[config.mk]
export PLATFORM = sky130hd
export DESIGN_NAME = amp_ptt_sequencer_interlock
export DESIGN_NICKNAME = d
export VERILOG_FILES = /design/src/hw/rtl/apsi_pkg.sv /design/src/hw/rtl/apsi_fan.sv /design/src/hw/rtl/apsi_core.sv /design/src/hw/rtl/amp_ptt_sequencer_interlock.sv
export VERILOG_INCLUDE_DIRS = /design/src /design/src/hw/rtl
export SDC_FILE = /design/constraint.sdc
export NUM_CORES = 1
export LEC_CHECK = 0
export BUFFER_PORTS_ARGS = -buffer_cell sky130_fd_sc_hd__buf_2
export CAP_MARGIN = 20
export CELL_PAD_IN_SITES_DETAIL_PLACEMENT = 0
export CELL_PAD_IN_SITES_GLOBAL_PLACEMENT = 1
export CORE_AREA = 2 2 124 126
export CTS_CLUSTER_DIAMETER = 100
export DETAILED_ROUTE_END_ITERATION = 16
export DIE_AREA = 0 0 126 128
export PLACE_DENSITY_LB_ADDON = 0.1
export SKIP_LAST_GASP = 1
export SYNTH_ARGS = -nofsm -noshare
export SYNTH_HDL_FRONTEND = slang
export SYNTH_SLANG_ARGS = --single-unit
[constraint.sdc]
create_clock -name clk_i -period 3.19 [get_ports clk_i]
set_input_delay 0.4785 -clock clk_i [delete_from_list [all_inputs] [get_ports clk_i]]
set_output_delay 0.4785 -clock clk_i [all_outputs]
set_load 0.1 [all_outputs]
[src/hw/rtl/amp_ptt_sequencer_interlock_defines.svh]
// Assertion macros shared by the amplifier PTT sequencer RTL.
`ifndef AMP_PTT_SEQUENCER_INTERLOCK_DEFINES_SVH
`define AMP_PTT_SEQUENCER_INTERLOCK_DEFINES_SVH

// Same-cycle implication, sampled on clk_i, off while rst_ni is low.
`define APSI_ASSERT_NOW(label, pre, post, msg) \
  label: assert property (@(posedge clk_i) disable iff (!rst_ni) (pre) |-> (post)) \
    else $error(msg);

// Next-cycle implication, sampled on clk_i, off while rst_ni is low.
`define APSI_ASSERT_NEXT(label, pre, post, msg) \
  label: assert property (@(posedge clk_i) disable iff (!rst_ni) (pre) |=> (post)) \
    else $error(msg);

`endif

[src/hw/rtl/apsi_pkg.sv]
// Types, codes and helpers for the amplifier PTT sequencer with interlock.
package apsi_pkg;

  localparam int DelayBits  = 16;
  localparam int OffDelayW  = 16;
  localparam int LevelW     = 10;
  localparam int TempW      = 10;
  localparam int CodeW      = 8;
  localparam int CfgDataW   = 16;
  localparam int CfgIdxW    = 2;
  localparam int TempCmpW   = TempW + 2;

  localparam logic [CfgIdxW-1:0] CfgOffDelay = CfgIdxW'(0);
  localparam logic [CfgIdxW-1:0] CfgFanOn    = CfgIdxW'(1);
  localparam logic [CfgIdxW-1:0] CfgFanOff   = CfgIdxW'(2);

  localparam logic [OffDelayW-1:0] OffDelayReset = OffDelayW'(500);
  localparam logic [LevelW-1:0]    FanOnReset    = LevelW'(200);
  localparam logic [LevelW-1:0]    FanOffReset   = LevelW'(180);

  localparam logic signed [TempCmpW-1:0] TempBOffset = TempCmpW'(10);

  localparam logic [1:0] ModeStandby = 2'd0;
  localparam logic [1:0] ModeOperate = 2'd1;
  localparam logic [1:0] ModeFault   = 2'd2;

  localparam logic [2:0] StepIdle     = 3'd0;
  localparam logic [2:0] StepWaitSw1  = 3'd1;
  localparam logic [2:0] StepWaitSw2  = 3'd2;
  localparam logic [2:0] StepOnAir    = 3'd3;
  localparam logic [2:0] StepOffDelay = 3'd4;
  localparam logic [2:0] StepSw2Clear = 3'd5;
  localparam logic [2:0] StepAbort    = 3'd6;

  typedef struct packed {
    logic              operate_n;
    logic              ptt_n;
    logic              interlock_n;
    logic              fault_reset_n;
    logic              switch1_ready;
    logic              switch2_ready;
    logic [CodeW-1:0]  interlock_code;
    logic [TempW-1:0]  temp_a;
    logic [TempW-1:0]  temp_b;
  } in_item_t;

  typedef struct packed {
    logic              supply_enable;
    logic              switch1_enable;
    logic              switch2_enable;
    logic              gate_enable;
    logic              on_air;
    logic              fault_active;
    logic [CodeW-1:0]  fault_leds;
    logic              fan_on;
    logic [1:0]        mode_code;
  } out_item_t;

  typedef struct packed {
    logic [OffDelayW-1:0] off_delay_ticks;
    logic [LevelW-1:0]    fan_on_level;
    logic [LevelW-1:0]    fan_off_level;
  } cfg_t;

  // Clamp the programmed off delay to what the counter can hold.
  function automatic logic [DelayBits-1:0] delay_load(logic [OffDelayW-1:0] ticks);
    logic [OffDelayW+DelayBits-1:0] wide;
    logic [OffDelayW+DelayBits-1:0] lim;
    wide = (OffDelayW+DelayBits)'(ticks);
    lim  = (OffDelayW+DelayBits)'({DelayBits{1'b1}});
    if (wide > lim) begin
      delay_load = '1;
    end else begin
      delay_load = wide[DelayBits-1:0];
    end
  endfunction

endpackage

[src/hw/rtl/apsi_fan.sv]
// Fan drive with hysteresis over two temperature samples.
module apsi_fan (
  input  logic                       clk_i,
  input  logic                       rst_ni,
  input  logic                       step_i,
  input  logic [apsi_pkg::TempW-1:0] temp_a_i,
  input  logic [apsi_pkg::TempW-1:0] temp_b_i,
  input  apsi_pkg::cfg_t             cfg_i,
  output logic                       fan_d_o
);
  import apsi_pkg::*;

  logic fan_q;
  logic fan_d;
  logic signed [TempCmpW-1:0] ta;
  logic signed [TempCmpW-1:0] tb;
  logic signed [TempCmpW-1:0] on_lvl;
  logic signed [TempCmpW-1:0] off_lvl;

  function automatic logic fan_apply(logic cur, logic signed [TempCmpW-1:0] v,
                                     logic signed [TempCmpW-1:0] on_l,
                                     logic signed [TempCmpW-1:0] off_l);
    logic f;
    f = cur;
    if (v > on_l && !f) f = 1'b1;
    if (v < off_l && f) f = 1'b0;
    return f;
  endfunction

  always_comb begin
    ta      = $signed({2'b00, temp_a_i});
    // sensor 1 reads high by the offset; may go negative
    tb      = $signed({2'b00, temp_b_i}) - TempBOffset;
    on_lvl  = $signed({2'b00, cfg_i.fan_on_level});
    off_lvl = $signed({2'b00, cfg_i.fan_off_level});
    fan_d   = fan_apply(fan_apply(fan_q, ta, on_lvl, off_lvl), tb, on_lvl, off_lvl);
  end

  always_ff @(posedge clk_i or negedge rst_ni) begin
    if (!rst_ni) begin
      fan_q <= 1'b0;
    end else if (step_i) begin
      fan_q <= fan_d;
    end
  end

  assign fan_d_o = fan_d;

endmodule

[src/hw/rtl/apsi_core.sv]
// Mode, fault latch and transmit sequencer state with its next-state logic.
`include "amp_ptt_sequencer_interlock_defines.svh"

module apsi_core (
  input  logic                clk_i,
  input  logic                rst_ni,
  input  logic                step_i,
  input  apsi_pkg::in_item_t  item_i,
  input  apsi_pkg::cfg_t      cfg_i,
  output apsi_pkg::out_item_t result_o
);
  import apsi_pkg::*;

  logic [1:0]           mode_q, mode_d;
  logic [2:0]           seq_q, seq_d;
  logic [DelayBits-1:0] count_q, count_d;
  logic [CodeW-1:0]     fault_code_q, fault_code_d;
  logic                 prev_ilk_q;
  logic                 prev_ptt_q;
  logic [1:0]           sel_mode;
  logic                 fault;
  logic                 tx_ok;
  logic [DelayBits-1:0] load;
  logic [DelayBits-1:0] count_dec;
  logic                 fan_d;

  apsi_fan u_fan (
    .clk_i    (clk_i),
    .rst_ni   (rst_ni),
    .step_i   (step_i),
    .temp_a_i (item_i.temp_a),
    .temp_b_i (item_i.temp_b),
    .cfg_i    (cfg_i),
    .fan_d_o  (fan_d)
  );

  always_comb begin
    sel_mode     = item_i.operate_n ? ModeStandby : ModeOperate;
    mode_d       = mode_q;
    fault_code_d = fault_code_q;
    if (mode_q == ModeFault) begin
      if (item_i.interlock_n && !item_i.fault_reset_n) mode_d = sel_mode;
    end else if (prev_ilk_q && !item_i.interlock_n) begin
      mode_d       = ModeFault;
      fault_code_d = item_i.interlock_code;
    end else begin
      mode_d = sel_mode;
    end
    fault = (mode_d == ModeFault);
    tx_ok = (mode_d == ModeOperate) && !item_i.ptt_n;

    load      = delay_load(cfg_i.off_delay_ticks);
    count_dec = count_q - DelayBits'(1);
    seq_d     = seq_q;
    count_d   = count_q;
    case (seq_q)
      StepWaitSw1: begin
        if (!tx_ok) seq_d = StepAbort;
        else if (item_i.switch1_ready) seq_d = StepWaitSw2;
      end
      StepWaitSw2: begin
        if (!tx_ok) seq_d = StepAbort;
        else if (item_i.switch2_ready) seq_d = StepOnAir;
      end
      StepOnAir: begin
        if (fault) begin
          seq_d = StepAbort;
        end else if (!tx_ok) begin
          // zero delay skips straight to the switch 2 release
          if (load == '0) begin
            seq_d = StepSw2Clear;
          end else begin
            count_d = load;
            seq_d   = StepOffDelay;
          end
        end
      end
      StepOffDelay: begin
        if (fault) begin
          seq_d = StepAbort;
        end else begin
          count_d = count_dec;
          if (count_dec == '0) seq_d = StepSw2Clear;
        end
      end
      StepSw2Clear: begin
        if (fault) seq_d = StepAbort;
        else if (!item_i.switch2_ready) seq_d = StepIdle;
      end
      StepAbort: begin
        if (!item_i.switch2_ready) seq_d = StepIdle;
      end
      default: begin
        // key only on a fresh PTT press
        seq_d = (tx_ok && prev_ptt_q) ? StepWaitSw1 : StepIdle;
      end
    endcase
  end

  always_ff @(posedge clk_i or negedge rst_ni) begin
    if (!rst_ni) begin
      mode_q       <= ModeStandby;
      seq_q        <= StepIdle;
      count_q      <= '0;
      fault_code_q <= '0;
      prev_ilk_q   <= 1'b1;
      prev_ptt_q   <= 1'b1;
    end else if (step_i) begin
      mode_q       <= mode_d;
      seq_q        <= seq_d;
      count_q      <= count_d;
      fault_code_q <= fault_code_d;
      prev_ilk_q   <= item_i.interlock_n;
      prev_ptt_q   <= item_i.ptt_n;
    end
  end

  always_comb begin
    result_o.supply_enable  = (mode_d == ModeOperate);
    result_o.switch1_enable = (seq_d >= StepWaitSw1) && (seq_d <= StepAbort);
    result_o.switch2_enable = (seq_d >= StepWaitSw2) && (seq_d <= StepOffDelay);
    result_o.gate_enable    = (seq_d == StepOnAir);
    result_o.on_air         = (seq_d >= StepOnAir) && (seq_d <= StepSw2Clear);
    result_o.fault_active   = fault;
    result_o.fault_leds     = ~fault_code_d;
    result_o.fan_on         = fan_d;
    result_o.mode_code      = mode_d;
  end

  `APSI_ASSERT_NOW(a_on_air_in_operate, seq_q == StepOnAir, mode_q == ModeOperate, "on air outside operate mode")
  `APSI_ASSERT_NOW(a_fault_drops_chain, mode_q == ModeFault, seq_q == StepIdle || seq_q == StepAbort, "sequencer live during fault")
  `APSI_ASSERT_NEXT(a_fault_latch, step_i && prev_ilk_q && !item_i.interlock_n && mode_q != ModeFault, mode_q == ModeFault && fault_code_q == $past(item_i.interlock_code), "interlock edge not latched")

endmodule

[src/hw/rtl/amp_ptt_sequencer_interlock.sv]
// Amplifier PTT sequencer with interlock: top level with word pipeline and registers.
//
// One input word is one sample of the amplifier's pins taken on a sequencer tick;
// each accepted word yields exactly one result word showing the state after it.
// Input and result channels use valid/ready. A word accepted on the input lands in
// the input register, is processed and loaded into the result register, and is
// offered on out_valid_o from then on. Throughput is one word per cycle while the
// receiver keeps taking results; the only loop is the state update between the
// input register and the result register.
// When the receiver stalls, the result register holds its word and the input
// register keeps one more; in_ready_o falls only when both are full.
// Reset clears the pipeline, puts the block in standby with the sequencer idle,
// all switches off, fan off, and loads the registers with their defaults
// (off delay 500 ticks, fan on level 200, fan off level 180).
// Registers are written through cfg_we_i / cfg_idx_i / cfg_wdata_i with no wait;
// the user must write them only while no word is in flight (not enforced by the block).
`include "amp_ptt_sequencer_interlock_defines.svh"

module amp_ptt_sequencer_interlock (
  input  logic                          clk_i,
  input  logic                          rst_ni,
  input  logic                          in_valid_i,
  output logic                          in_ready_o,
  input  apsi_pkg::in_item_t            in_data_i,
  output logic                          out_valid_o,
  input  logic                          out_ready_i,
  output apsi_pkg::out_item_t           out_data_o,
  input  logic                          cfg_we_i,
  input  logic [apsi_pkg::CfgIdxW-1:0]  cfg_idx_i,
  input  logic [apsi_pkg::CfgDataW-1:0] cfg_wdata_i
);
  import apsi_pkg::*;

  cfg_t      cfg_q;
  logic      in_valid_q;
  in_item_t  in_data_q;
  logic      out_valid_q;
  out_item_t out_data_q;
  out_item_t result;
  logic      advance;
  logic      step;

  // advance the input register whenever the result register can take a word
  assign advance    = !out_valid_q || out_ready_i;
  assign step       = in_valid_q && advance;
  assign in_ready_o = !in_valid_q || advance;

  always_ff @(posedge clk_i or negedge rst_ni) begin
    if (!rst_ni) begin
      cfg_q.off_delay_ticks <= OffDelayReset;
      cfg_q.fan_on_level    <= FanOnReset;
      cfg_q.fan_off_level   <= FanOffReset;
    end else if (cfg_we_i) begin
      case (cfg_idx_i)
        CfgOffDelay: cfg_q.off_delay_ticks <= cfg_wdata_i[OffDelayW-1:0];
        CfgFanOn:    cfg_q.fan_on_level    <= cfg_wdata_i[LevelW-1:0];
        CfgFanOff:   cfg_q.fan_off_level   <= cfg_wdata_i[LevelW-1:0];
        default:     ;
      endcase
    end
  end

  always_ff @(posedge clk_i or negedge rst_ni) begin
    if (!rst_ni) begin
      in_valid_q  <= 1'b0;
      out_valid_q <= 1'b0;
    end else begin
      if (in_ready_o) in_valid_q <= in_valid_i;
      if (advance)    out_valid_q <= in_valid_q;
    end
  end

  always_ff @(posedge clk_i) begin
    if (in_valid_i && in_ready_o) in_data_q <= in_data_i;
    if (step)                     out_data_q <= result;
  end

  apsi_core u_core (
    .clk_i    (clk_i),
    .rst_ni   (rst_ni),
    .step_i   (step),
    .item_i   (in_data_q),
    .cfg_i    (cfg_q),
    .result_o (result)
  );

  assign out_valid_o = out_valid_q;
  assign out_data_o  = out_data_q;

  `APSI_ASSERT_NOW(a_ready_only_when_full, !in_ready_o, in_valid_q && out_valid_q && !out_ready_i, "input stalled without full pipeline")

endmodule

==> flow_summary.ini, run 1 <==
[sta]
maxSlewHeadroom_pct = 37.91
finalCritPeriodShare_pct = 98.30
worst_slack_ns = 0.05433
fin_setup_tns_ns = 0
finalClockSkew_ns = 0.005695
hold_viol = 0
finalSetupViolations = 0
fmax_mhz = 318.9
grt_setup_unrepaired = true
post-route-min-period_ns = 3.136
hold_slack_ns = 0.2406
tightestPinTransition_ns = 0.9303
maxSlewViolCount = 0

[synthesis]
netlist.area_leader.share_pct = 25.12
ys_seq_area_share_pct = 54.17
synth_nets = 623
synth_cells = 525
async_flop_share_pct = 57.85
synth_area_leaders = edfxtp_1 (25%), dfrtp_1 (23%), ha_1 (8.4%)
synth.ff_latch_count = 121
synth.avg_cell_area_sq_um = 11.61
yosysTopAreaCell = edfxtp_1
ys_types = 59
yosysWarningCount = 0
ys.flop_type = dfrtp_1
synth_edf_count = 51
syn_area_sq_um = 6096

[cts]
htreeDepth = 4
cts_buffer_depth = 2
clk_latency_ns = 0.41
cts_sinks = 121
numCtsBuffers = 17
clk_pin_slew_worst_paths_ns = 0.05
cts_tree = done
cts-root-buf = clkbuf_16

[global_routing]
grt_pass1_wl_um = 21950
grt_max_degree = 71
grt_pass1_vias = 4299
antenna_found_initial = 0
grt_usage_pct = 17.50
overflow = 0

[cells_and_area]
fin_nets = 712
stdcell_area_sq_um = 7320
num-fill-cells = 1385
mostFrequentLayoutCells = buf_2 (75), dfrtp_1 (55), edfxtp_1 (51)
drive_gt1_share_pct = 29.35
syn_to_final_growth_pct = 20.07
register_area_sq_um = 3302
final_cells = 815
n_antenna_cell = 0
final_common_cell = buf_2
multi_input_area_sq_um = 2625

[placement]
place.gp.congestion = 0.8612
io_buffers = 75
pre_cts_ws_ns = -0.01148
hpwl_um = 9529
postPlaceCellArea_sq_um = 6741
dp_cells = 781

[power_and_ir_drop]
p_leak_nw = 3.094
power.density_nw_per_um2 = 816.8
ir_worst_vdd_v = 0.0004031

[die]
floorplan.initialDensity_pct = 41.01
fp-row-count = 45
core_area_sq_um = 14860
die_w_um = 126
ios = 76
die_h_um = 128
design.die.area_sq_um = 16130

[routing]
drt_first_pass_iters = 4
drt_wl_total_um = 13350
via_per_inst = 5.281
drt-wirelength-per-cell_um = 16.38
drc = 0
drtAntennaViolNets = 0
dr.first_iter.drc_count = 256
vias = 4304

[status]
status = finished clean

[worst_setup_path]
critPathCaptureType = flop
crit_arrival_ns = 3.30
crit_path_max_fanout = 2
worstSetupPathType = flop to flop
cp.required_ns = 3.35
crit_path_start_kind = flop

[flow_run]
cap_violations = 0

[hold_path]
hold_class = input pin to flop
-- kinds of logic (layout without fill, tap and decap cells) --
group,count (synthesis),after routing,synth area share (%)
and+or+nand+nor,145,145,12.81
DFF,121,121,54.17
AOI/OAI and AO/OA,110,110,11.45
buffers and inverters,50,152,3.140
muxes,46,46,8.292
adders and majority gates,41,41,8.415
xor gates and xnor gates,12,12,1.724
-- cell usage after synthesis (8+ instances only) --
cell,number
clkbuf_1,18
nand2b_1,10
inv_1,29
nor2_1,33
ha_1,41
dfstp_2,15
nor3_1,12
nor4_1,15
nand2_1,27
mux2i_1,10
edfxtp_1,51
mux2_2,36
a21oi_1,24
o21ai_0,34
xor2_1,8
dfrtp_1,55
-- state kept, by name (all words and copies together), names as in the netlist --
| signal | flops |
|---|---|
| u_core.seq_q | 3 |
| u_core.fault_code_q | 8 |
| u_core.prev_ptt_q | 1 |
| cfg_q | 36 |
| u_core.prev_ilk_q | 1 |
| u_core.mode_q | 2 |
| in_valid_q | 1 |
| out_data_o | 17 |
| out_valid_o | 1 |
| in_data_q | 34 |
| u_core.count_q | 16 |
| u_core.u_fan.fan_q | 1 |
-- path summary, 6_finish.rpt --
kind	from	endpoint	slack [ns]	cells past startpoint
worst max register to register	u_core.count_q[1]	out_data_o[14]	0.05	8
worst min-delay path	in_data_i[4]	in_data_q[4]	0.24	1
max in group asynchronous	rst_ni	cfg_q[29]	2.31	2
worst min register to register	u_core.prev_ptt_q	u_core.prev_ptt_q	0.47	2
worst max-delay path	u_core.count_q[1]	out_data_o[14]	0.05	8
min in group asynchronous	rst_ni	u_core.fault_code_q[5]	0.26	2
-- what timing repair did --
| item | 4_1_cts | 5_1_grt |
|---|---|---|
| gates resized for setup | 2 | 1 |
| endpoints found under the setup margin | 1 | 2 |
| hold buffers | 0 | 0 |
| pin swaps | 4 | 4 |
| hold endpoints to repair | 0 | 0 |
| setup buffers | 2 | 0 |
-- stage by stage --
step	power (mW)	util [%]
finish	5.979	49.24
global route	6.357	49.24
CTS	6.031	49.24
detailed placement	4.175	45.35
global placement	4.134	45.35
floorplan	3.690	-
-- routing by layer --
metal  global-route usage, %  up-vias  part of all wire (%)
met5                       0        -                     0
met4                   4.719        0                  0.91
met3                   5.676        9                   4.3
met2                   26.85       85                    45
met1                   24.07     2084                    49
li1                        -     2126                     -
-- report_power, final --
part | switching [mW] | total, mW | internal, mW
Sequential | 0.287 | 2.32 | 2.03
Combinational | 1.17 | 1.85 | 0.680
Clock | 0.658 | 1.81 | 1.15
-- critical path: stages, from the launching register on --
cell     delay, ns
dfrtp_1       0.38
inv_2         0.08
ha_4          0.13
or4b_4        0.47
or4b_4        0.51
xnor2_1       0.13
or4_1         0.50
or4_4         0.44
a41o_1        0.25
-- cell type report --
class                           count  area share (%)
Clock buffer                       20           6.103
Clock inverter                     12           1.453
Inverter                           29           1.487
Multi-Input combinational cell    354           35.86
Sequential cell                   121           45.11
Tap cell                          188           3.214
Timing Repair Buffer               91           6.769
(Power assumes the default switching activity.)
==> inputs of run 2 (changes only) <==
CTS_BUF_LIST = sky130_fd_sc_hd__clkbuf_8 sky130_fd_sc_hd__clkbuf_16   (was unset)
==> run 2 against run 1 <==
Effect of this change:
- die area unchanged
- via count about the same
- combinational power about the same
- non-clock buffer count unchanged
- largest power group unchanged
- cell count unchanged
- critical path type unchanged
- maximum frequency unchanged
- worst hold slack about the same
- critical endpoint unchanged
- sequential share of layout area unchanged
- wire length about the same
==> flow_summary.ini, run 2 (synthesis results as in run 1) <==
[routing]
dr.first_iter.drc_count = 256
drt-wirelength-per-cell_um = 16.38
drt_wl_total_um = 13350
drt_first_pass_iters = 4
vias = 4302
drc = 0
via_per_inst = 5.279
drtAntennaViolNets = 0

[power_and_ir_drop]
pwr-share-comb_pct = 31.0
p_sw_mw = 2.118
internal_power_mw = 3.854
seqPwrFrac_pct = 38.8
power.density_nw_per_um2 = 816.0
ir_worst_vdd_v = 0.0004035
power.share.clock_pct = 30.1
p_leak_nw = 3.102
swShare_pct = 35.47

[worst_setup_path]
crit_path_start_kind = flop
worstSetupPathType = flop to flop
critPathBufInv = 1
r2r_cells = 8
worst_path_most_repeated_cell = or4b_4
cp.required_ns = 3.35
cpPeakStageDelay_ns = 0.51
cp_slowest_cell = or4b_4
crit_arrival_ns = 3.30
path_cells = inv_2, ha_4, or4b_4, or4b_4, xnor2_1, or4_1, or4_4, a41o_1
cp.depth = 8
crit_family = simple AND/OR/NAND/NOR gates
crit_path_max_fanout = 2
critPathCaptureType = flop

[cts]
numCtsBuffers = 17
cts_tree = done
cts_buffer_depth = 2
clk_pin_slew_worst_paths_ns = 0.05
htreeDepth = 4
hold_buffers = 0
cts-root-buf = clkbuf_16
cts_sinks = 121
clk_latency_ns = 0.41

[sta]
maxSlewViolCount = 0
maxSlewHeadroom_pct = 37.91
tightestPinTransition_ns = 0.9303
fin_setup_tns_ns = 0
grt_setup_unrepaired = true
finalCritPeriodShare_pct = 98.30
hold_viol = 0
fmax_mhz = 318.9
finalSetupViolations = 0
post-route-min-period_ns = 3.136
finalClockSkew_ns = 0.005695

[cells_and_area]
syn_to_final_growth_pct = 20.07
stdcell_area_sq_um = 7320
final_common_cell = buf_2
fin_nets = 712
mostFrequentLayoutCells = buf_2 (75), dfrtp_1 (55), edfxtp_1 (51)
drive_gt1_share_pct = 29.35
n_antenna_cell = 0
regMostFlops = cfg_q
largest_register_ffs = 36

[die]
ios = 76
die_h_um = 128
core_area_sq_um = 14860
fp-row-count = 45
die_w_um = 126
design.die.area_sq_um = 16130
floorplan.initialDensity_pct = 41.01

[global_routing]
grt_max_degree = 71
grt_pass1_vias = 4299
antenna_found_initial = 0
overflow = 0
grt_pass1_wl_um = 21950
grt_usage_pct = 17.50

[status]
status = finished clean

[hold_path]
hold_depth = 1
hold_class = input pin to flop

[placement]
postPlaceCellArea_sq_um = 6741
io_buffers = 75
place.gp.congestion = 0.8612
hpwl_um = 9529

[flow_run]
cap_violations = 0
run 2: cell count changes in the layout (fill, tap and decap cells not counted):
cell and delta:
inv_1 +2, clkbuf_1 -2
run 2: routing by layer:
metal	vias to the layer above	GRT usage [%]	share of wire (%)
li1	2126	-	-
met1	2082	24.07	49
met2	85	26.85	45
met3	9	5.676	4.3
met4	0	4.719	0.91
met5	-	0	0
run 2: worst paths after layout:
path | start | end | slack [ns]
worst min register to register | u_core.prev_ptt_q | u_core.prev_ptt_q | 0.47
worst max-delay path | u_core.count_q[1] | out_data_o[14] | 0.05
worst max register to register | u_core.count_q[1] | out_data_o[14] | 0.05
worst min-delay path | in_data_i[4] | in_data_q[4] | 0.24
min in group asynchronous | rst_ni | u_core.fault_code_q[5] | 0.26
max in group asynchronous | rst_ni | cfg_q[29] | 2.31
run 2: power groups by stage:
| stage | combinational (mW) | sequential (mW) | clock [mW] |
|---|---|---|---|
| finish | 1.85 | 2.32 | 1.80 |
| global route | 2.06 | 2.37 | 1.92 |
| CTS | 1.86 | 2.32 | 1.84 |
| detailed placement | 1.83 | 2.34 | 0 |
| global placement | 1.80 | 2.33 | 0 |
| floorplan | 1.08 | 2.61 | 0 |
run 2: what timing repair did:
item                                    4_1_cts  5_1_grt
gates resized for setup                       2        1
buffers inserted                              2        0
pin swaps                                     4        4
endpoints found under the setup margin        1        2
hold endpoints to repair                      0        0
run 2: layout make-up:
| type | count | area [sq um] |
|---|---|---|
| clock buffers | 18 | 439.2 |
| multi-input cells | 354 | 2625 |
| repair buffers | 91 | 495.5 |
| clock inverters | 14 | 113.9 |
| flip-flops and latches | 121 | 3302 |
| inverters | 29 | 108.9 |
| well taps | 188 | 235.2 |
| fillers | 1385 | 7545 |
run 2: per-stage QoR:
step	cells	hold slack, ns	worst slack (ns)	util (%)	power (mW)
floorplan	525	0.1829	-0.09998	-	3.690
global placement	781	0.4549	0.04839	45.35	4.134
detailed placement	781	0.4583	-0.01148	45.35	4.175
CTS	815	0.2185	0.002591	49.24	6.025
global route	815	0.2154	-0.02027	49.24	6.351
finish	815	0.2407	0.05433	49.24	5.972
